<file path="config.mk">
export PLATFORM = sky130hd
export DESIGN_NAME = i2a_ctrl
export DESIGN_NICKNAME = d
export VERILOG_FILES = /design/src/rtl/core/i2a_pkg.sv /design/src/rtl/core/i2a_ctrl.sv
export SDC_FILE = /design/constraint.sdc
export NUM_CORES = 1
export LEC_CHECK = 0
export ABC_AREA = 1
export BUFFER_PORTS_ARGS = -buffer_cell sky130_fd_sc_hd__buf_2
export CAP_MARGIN = 40
export CORE_AREA = 2 2 39 41
export CTS_CLUSTER_DIAMETER = 200
export DETAILED_ROUTE_END_ITERATION = 8
export DIE_AREA = 0 0 41 43
export PLACE_DENSITY = 0.36
export SLEW_MARGIN = 20
export SYNTH_ARGS = -nofsm -noshare
export SYNTH_HDL_FRONTEND = slang
export SYNTH_SLANG_ARGS = --single-unit
</file>
<file path="constraint.sdc">
create_clock -name clk -period 1 [get_ports clk]
set_clock_uncertainty 0.2 [all_clocks]
set_input_delay 0.1 -clock clk [delete_from_list [all_inputs] [get_ports clk]]
set_output_delay 0.1 -clock clk [all_outputs]
set_load 0.02 [all_outputs]
</file>
<file path="src/rtl/core/i2a_pkg.sv">
package i2a_pkg;

  // Value width, fixed by the reciprocal constant used for divide by ten
  localparam int VALUE_WIDTH = 32;
  // Longest text: eleven octal digits, or sign plus ten decimal digits
  localparam int TEXT_MAX = 11;
  localparam int DIG_IDX_W = $clog2(TEXT_MAX);
  localparam int COUNT_W = 4;
  localparam int CHAR_W = 8;
  localparam int OPCODE_W = 3;

  // Stream payload widths
  localparam int IN_TDATA_W = 40;
  localparam int OUT_TDATA_W = 16;

  // Divide by ten: q = (v * DIV10_MUL) >> DIV10_SHIFT, exact for 32-bit v
  localparam logic [VALUE_WIDTH-1:0] DIV10_MUL = 32'hCCCC_CCCD;
  localparam int DIV10_SHIFT = 35;

  localparam logic [CHAR_W-1:0] CHAR_MINUS = 8'h2D;
  localparam logic [CHAR_W-1:0] CHAR_ZERO = 8'h30;
  localparam logic [CHAR_W-1:0] CHAR_LOWER_A = 8'h61;
  localparam logic [CHAR_W-1:0] CHAR_UPPER_A = 8'h41;

  typedef enum logic [OPCODE_W-1:0] {
    OP_SDEC = 3'd0,
    OP_UDEC = 3'd1,
    OP_OCT  = 3'd2,
    OP_HEXL = 3'd3,
    OP_HEXU = 3'd4
  } opcode_t;

  // Controller to datapath
  typedef struct packed {
    logic load;   // latch the accepted request
    logic step;   // produce one digit, least significant first
    logic emit;   // put the next character into the output register
  } i2a_cmd_t;

  // Datapath to controller
  typedef struct packed {
    logic op_valid;   // opcode of the offered request has a meaning
    logic quot_zero;  // this step leaves nothing more to convert
    logic slot_free;  // output register can take a character
    logic emit_last;  // the next character is the final one
  } i2a_stat_t;

  // Digit to ASCII, hex letters in the chosen case
  function automatic logic [CHAR_W-1:0] digit_char(input logic [3:0] d,
                                                   input logic upper);
    logic [CHAR_W-1:0] base;
    base = upper ? CHAR_UPPER_A : CHAR_LOWER_A;
    if (d < 4'd10) begin
      digit_char = CHAR_ZERO + {4'b0, d};
    end else begin
      digit_char = base + {4'b0, d} - 8'd10;
    end
  endfunction

endpackage

</file>
<file path="src/rtl/core/i2a_ctrl.sv">
module i2a_ctrl (
  input  logic              clk,
  input  logic              rst_n,
  input  logic              in_tvalid,
  output logic              in_tready,
  input  i2a_pkg::i2a_stat_t stat,
  output i2a_pkg::i2a_cmd_t  cmd
);
  import i2a_pkg::*;

  typedef enum logic [2:0] {
    ST_IDLE = 3'b001,
    ST_CONV = 3'b010,
    ST_EMIT = 3'b100
  } state_t;

  state_t state_r, state_nxt;

  // Next state and commands
  always_comb begin
    state_nxt = state_r;
    cmd = '0;
    in_tready = 1'b0;
    unique case (state_r)
      ST_IDLE: begin
        in_tready = 1'b1;
        if (in_tvalid) begin
          cmd.load = 1'b1;
          // meaningless opcodes are taken and dropped
          if (stat.op_valid) state_nxt = ST_CONV;
        end
      end
      ST_CONV: begin
        cmd.step = 1'b1;
        if (stat.quot_zero) state_nxt = ST_EMIT;
      end
      ST_EMIT: begin
        if (stat.slot_free) begin
          cmd.emit = 1'b1;
          if (stat.emit_last) state_nxt = ST_IDLE;
        end
      end
      default: state_nxt = ST_IDLE;
    endcase
  end

  always_ff @(posedge clk) begin
    if (!rst_n) begin
      state_r <= ST_IDLE;
    end else begin
      state_r <= state_nxt;
    end
  end

endmodule

</file>
==> results.md, run 1 <==
* Detail Route Antenna Nets at 0
* Crit. Startpoint: state_r[1]$_SDFFE_PN0P_
* Fin util at 27.67%
* Syn Nets at 37
* VDD IR max at 640.0 µV
* Remaining global-route overflow at 0
* Crit-path cells: nor2_2 > nand2_2 > nor2_4 > buf_4
* Clock Latency Late Sink at 240 ps
* Max Freq at 0.7855 GHz
* Fin. max-slew vios at 0
* Startpoint of the worst-slack reg-to-reg timing path: state_r[2]$_SDFFE_PN0P_
* Worst setup margin at -273.1 ps
* Die H at 43 µm
* Area delta synth->final at 105.4%
* Root Driver: clkbuf_4
* Post-layout minimum cycle time at 1273 ps
* Max reg flops at 3
* Detailed Route Iter0 Violations at 6
* CP required at 700 ps
* Tcrit/Tclk final at 127.3%
* Max Root-Sink Buffers at 2
* WS Path Type: reg2out
* CTS sink cnt at 3
* DRC at 0
* Hold Crit Class: in2reg
* Critical Path AT at 970 ps
* Design area at 382.9 µm²
* Initial core utilization at 13.47%
* WL final at 502 µm
* First-pass GRT wire length at 869 µm
* Area of the mapped netlist at 186.4 µm²
* Placed inst area at 266.5 µm²
* Biggest register: state_r
* Netlist cell types at 11
* Register area at 68.82 µm²
* Status: complete, but fails checks
* Commonest cells in the netlist: inv_1, nand2_1, nor2_1
* DIE WIDTH at 41 µm
* Core area at 1384 µm²
* Buffers on Ports at 10
* Predominant post-synthesis flop cell: dfxtp_1
* Post-synth top area cell: dfxtp_1
* Final Hold Vio Count at 2
* Leakage at 0.0001903 µW
* Setup violators final at 7
* I/O pin count at 11
* Vias per inst at 3.646
* Share of layout cells above drive strength 1 at 63.27%
* Initial antenna violation count at 0
* Cell Rows at 14
* Asr flop ratio synth at 0%
* Drt pass-1 iters at 2
* Area contributors post-synth: dfxtp_1, inv_1, nand2_1
* Final GP Congestion at 0.7404
* Filler cell count at 157
* Vias post-DR at 237
* Yosys warning count at 0
* Top delay family on crit path: flip-flops
* H-tree depth at 1
* Post-synthesis sequential area ratio at 32.21%
* Die area at 1763 µm²
* Top cell type's share of synthesized area at 32.21%
* EDFF count, synth at 0
* Hold WS at -63.12 ps
* Setup TNS at -1542 ps
* Crit Path Max Fanout at 3
* Top flop regs: state_r x3
* Slew headroom at 89.75%
* Hpwl dp at 372 µm
* Area occupied by multi-input gates at 126.4 µm²
* Num CTS Buffers at 3
* Buf+Inv Stages, Crit Path at 1
* CP endpoint kind: output port
* Avg Cell Area, Syn at 6.214 µm²
* GRT Total Usage at 8.024%
* Startpoint class of the critical path: register
* Clk slew on worst S/H paths at 40 ps
* Ant diodes at 0
* Vias in the first global route at 224
* CTS tree: done
* Syn Inst Count at 30
* Final #Nets at 57
* Largest net degree at the start of global routing at 6
* Slowest cell on crit path: dfxtp_2
* Slowest stage delay, CP at 340 ps
* Failing checks: hold timing, setup timing
* Worst reg-to-reg setup slack at -200 ps
* Min-delay src: stat[2]
* RSZ-0062 raised after global routing: yes
* Max-cap violations at 0
* Power Density at 1762 nW/µm²
* WL/cell at 7.723 µm
* Hold Buf Count CTS at 1
* Worst Max-Slew Pin Slew at 153.0 ps
* Register bit count reported by yosys at 3
==> worst register-to-register path: cells and delay by family, from the launching register on <==
kind            cells  cell delay [ps]
simple gates        3              180
buf+inv             2              170
flops               1              370
compound gates      1              170
==> layer usage <==
metal	wire [µm]	track usage, %	vias up
li1	-	-	128
met1	233	9.615	97
met2	214	9.063	10
met3	46	6.283	2
met4	8	6.000	0
met5	0	0	-
==> area by class of cell <==
| cell class | instances | share of cell area [%] |
|---|---|---|
| sequential | 3 | 17.97 |
| clock buffer | 4 | 6.863 |
| timing repair buffer | 16 | 31.05 |
| tap | 16 | 5.229 |
| inverter | 6 | 5.882 |
| multi-input combinational | 20 | 33.01 |
==> placed cells by master (no fill, tap or decap) <==
master / instances
nand2_2: 3
nor3_1: 1
nand3_2: 1
buf_6: 3
a31oi_1: 1
nor2_2: 2
o211ai_1: 1
nor2_1: 3
clkbuf_4: 3
dfxtp_2: 1
buf_2: 6
clkbuf_1: 1
nand2_1: 3
nand3_1: 2
dfxtp_4: 2
inv_1: 5
inv_2: 1
dlygate4sd3_1: 1
buf_4: 6
nor2_4: 3
==> final timing paths <==
| path | cells past startpoint | end |
|---|---|---|
| hold / removal | 3 | state_r[2]$_SDFFE_PN0P_ |
| setup / recovery | 4 | cmd[0] |
| setup reg to reg | 6 | state_r[2]$_SDFFE_PN0P_ |
| hold reg to reg | 3 | state_r[1]$_SDFFE_PN0P_ |
==> per-stage QoR <==
step | cells | total power, µW | setup WS [ps]
after floorplan | 30 | 283.9 | -30.64
after global routing | 65 | 729.8 | -344.2
after detailed placement | 56 | 353.1 | -134.2
after CTS | 64 | 651.1 | -308.4
after global placement | 56 | 355.4 | -143.6
final | 65 | 674.7 | -273.1
==> logic make-up (layout without fill, tap and decap cells) <==
family / Yosys count / in the layout / synth area share [%]
flip-flops: 3 / 3 / 32.22
buffers and inverters: 7 / 26 / 16.11
AND/OR/NAND/NOR: 18 / 18 / 44.29
AO/OA/AOI/OAI: 2 / 2 / 7.386
==> timing repair <==
action,4_1_cts,5_1_grt
endpoints found under the hold margin,3,2
resized for setup,13,6
pin swaps,3,3
endpoints found under the setup margin,7,7
setup buffers,3,1
==> report_power, final <==
part	total [µW]	internal [µW]	switching [µW]
Sequential	174	142	32.0
Combinational	283	148	135
Clock	217	150	67.4
Total	675	440	235
Power figures use the tool's default switching activity.
==> run 2, diff against run 1 <==
SETUP_SLACK_MARGIN = 0.3   (was default)
==> run 2 against run 1 <==
Final cell count up 1.5%. Largest power group unchanged. The run still ends with hold timing, setup timing left. Fmax down 2.2%. Wire length up 20%. First-iteration DRC count down 100%. Total power up 14%. Largest cell class unchanged.
==> results.md, run 2 (synthesized netlist as in run 1, its figures left out) <==
* Fin. max-slew vios at 0
* Hold Crit Class: in2reg
* Worst reg-to-reg setup slack at -280 ps
* CTS tree: done
* Startpoint of the worst-slack reg-to-reg timing path: state_r[1]$_SDFFE_PN0P_
* Most frequent cells in the layout: buf_4, buf_2, nor2_4
* Crit Path Max Fanout at 3
* Final GP Congestion at 0.6327
* Vias post-DR at 245
* Setup violators final at 7
* Final Power at 772.4 µW
* Area delta synth->final at 134.9%
* Initial core utilization at 13.47%
* CP required at 700 ps
* Crit. Startpoint: state_r[1]$_SDFFE_PN0P_
* Clock Latency Late Sink at 230 ps
* Max Root-Sink Buffers at 2
* Crit-path cells: nor2_4 > nand2_4 > nor2_4 > buf_6
* DRC at 0
* RSZ-0062 raised after global routing: yes
* First-pass GRT wire length at 1090 µm
* CTS sink cnt at 3
* Core area at 1384 µm²
* Worst path depth at 4
* R2R cell count at 6
* VDD IR max at 1042 µV
* I/O pin count at 11
* Final #Nets at 58
* Biggest register: state_r
* Slowest cell on crit path: dfxtp_4
* Initial antenna violation count at 0
* Tcrit/Tclk final at 130.1%
* Slew headroom at 89.20%
* Power Density at 1764 nW/µm²
* Final Hold Vio Count at 3
* Ant diodes at 0
* End of the critical path: cmd[2]
* Critical Path AT at 1000 ps
* Vias in the first global route at 282
* Failing checks: hold timing, setup timing
* Fin util at 31.65%
* Max-cap violations at 0
* Largest net degree at the start of global routing at 5
* Worst Max-Slew Pin Slew at 160.8 ps
* Detail Route Antenna Nets at 0
* Top flop regs: state_r x3
* Hpwl dp at 374.6 µm
* Die area at 1763 µm²
* Reg2reg end: state_r[0]$_SDFFE_PN1P_
* Root Driver: clkbuf_4
* CP endpoint kind: output port
* Remaining global-route overflow at 0
* Clk slew on worst S/H paths at 40 ps
* GRT Total Usage at 9.510%
* WL/cell at 9.136 µm
* WL final at 603 µm
* Vias per inst at 3.712
* Buf+Inv Stages, Crit Path at 1
* Setup TNS at -1805 ps
* Status: complete, but fails checks
* Startpoint class of the critical path: register
* Drt pass-1 iters at 1
* Detailed Route Iter0 Violations at 0
* Worst setup margin at -301.4 ps
* Buffers on Ports at 10
* Leakage at 0.0001996 µW
* Max Freq at 0.7684 GHz
* Most common cell after layout, fill and taps aside: buf_4
* Num CTS Buffers at 3
* CP dominant cell by count: nor2_4
* Slowest stage delay, CP at 360 ps
* WS Path Type: reg2out
* H-tree depth at 1
* Max reg flops at 3
* Die H at 43 µm
* DIE WIDTH at 41 µm
* Cell count of the worst hold path at 3
* Hold WS at -96.08 ps
* Cell Rows at 14
* Post-layout minimum cycle time at 1301 ps
* Top delay family on crit path: flip-flops
* Share of layout cells above drive strength 1 at 76.00%
-- run 2: cell count changes in the layout (fill, tap and decap cells not counted), moves of 2 or more --
cell	previous run	this run
inv_1	5	3
nor2_2	2	0
inv_2	1	3
nand3_4	0	2
nor2_4	3	5
-- run 2: area by class of cell --
cell class	count	area, µm²
fill	157	945.9
multi-input combinational	20	170.2
inverter	6	22.52
clock buffer	4	26.28
sequential	3	71.32
timing repair buffer	17	127.6
tap	16	20.02
-- run 2: power by group --
part,internal (µW),leakage [µW],total [µW],switching (µW)
logic,199,0.000159,377,178
clock network,150,0.0000150,212,62.6
registers,144,0.0000261,183,39.2
-- run 2: worst min path at each step --
stage | startpoint | to | slack [ps]
6_report | rst_n | state_r[2]$_SDFFE_PN0P_ | -100
5_1_grt | rst_n | state_r[0]$_SDFFE_PN1P_ | -100
2_1_floorplan | rst_n | state_r[0]$_SDFFE_PN1P_ | -2
4_1_cts | rst_n | state_r[2]$_SDFFE_PN0P_ | -100
3_5_place_dp | rst_n | state_r[2]$_SDFFE_PN0P_ | 140
3_3_place_gp | rst_n | state_r[2]$_SDFFE_PN0P_ | 140
-- run 2: timing repair --
action                                  4_1_cts  5_1_grt
endpoints found under the hold margin         3        3
gates resized for setup                      16        3
buffers inserted                              6        1
endpoints found under the setup margin        7        7
pin swaps                                     5        2
-- run 2: worst min-delay path, stage by stage --
cell	delay, ps
buf_2	110
inv_1	40
nor2_1	40
-- run 2: per-layer routing --
| metal | vias up | wire length, µm | global-route usage [%] |
|---|---|---|---|
| met1 | 109 | 219 | 9.236 |
| li1 | 130 | - | - |
| met2 | 6 | 366 | 15.00 |
| met3 | 0 | 17 | 4.712 |
| met4 | 0 | 0 | 6.000 |
| met5 | - | 0 | 0 |
-- run 2: through the flow --
stage	area, µm²	worst slack (ps)	cells
after CTS	416.7	-303.7	65
after detailed placement	292.8	-114.7	55
after global routing	437.9	-356.9	66
final	437.9	-301.4	66
after floorplan	230.2	-14.72	30
after global placement	292.8	-109.4	55
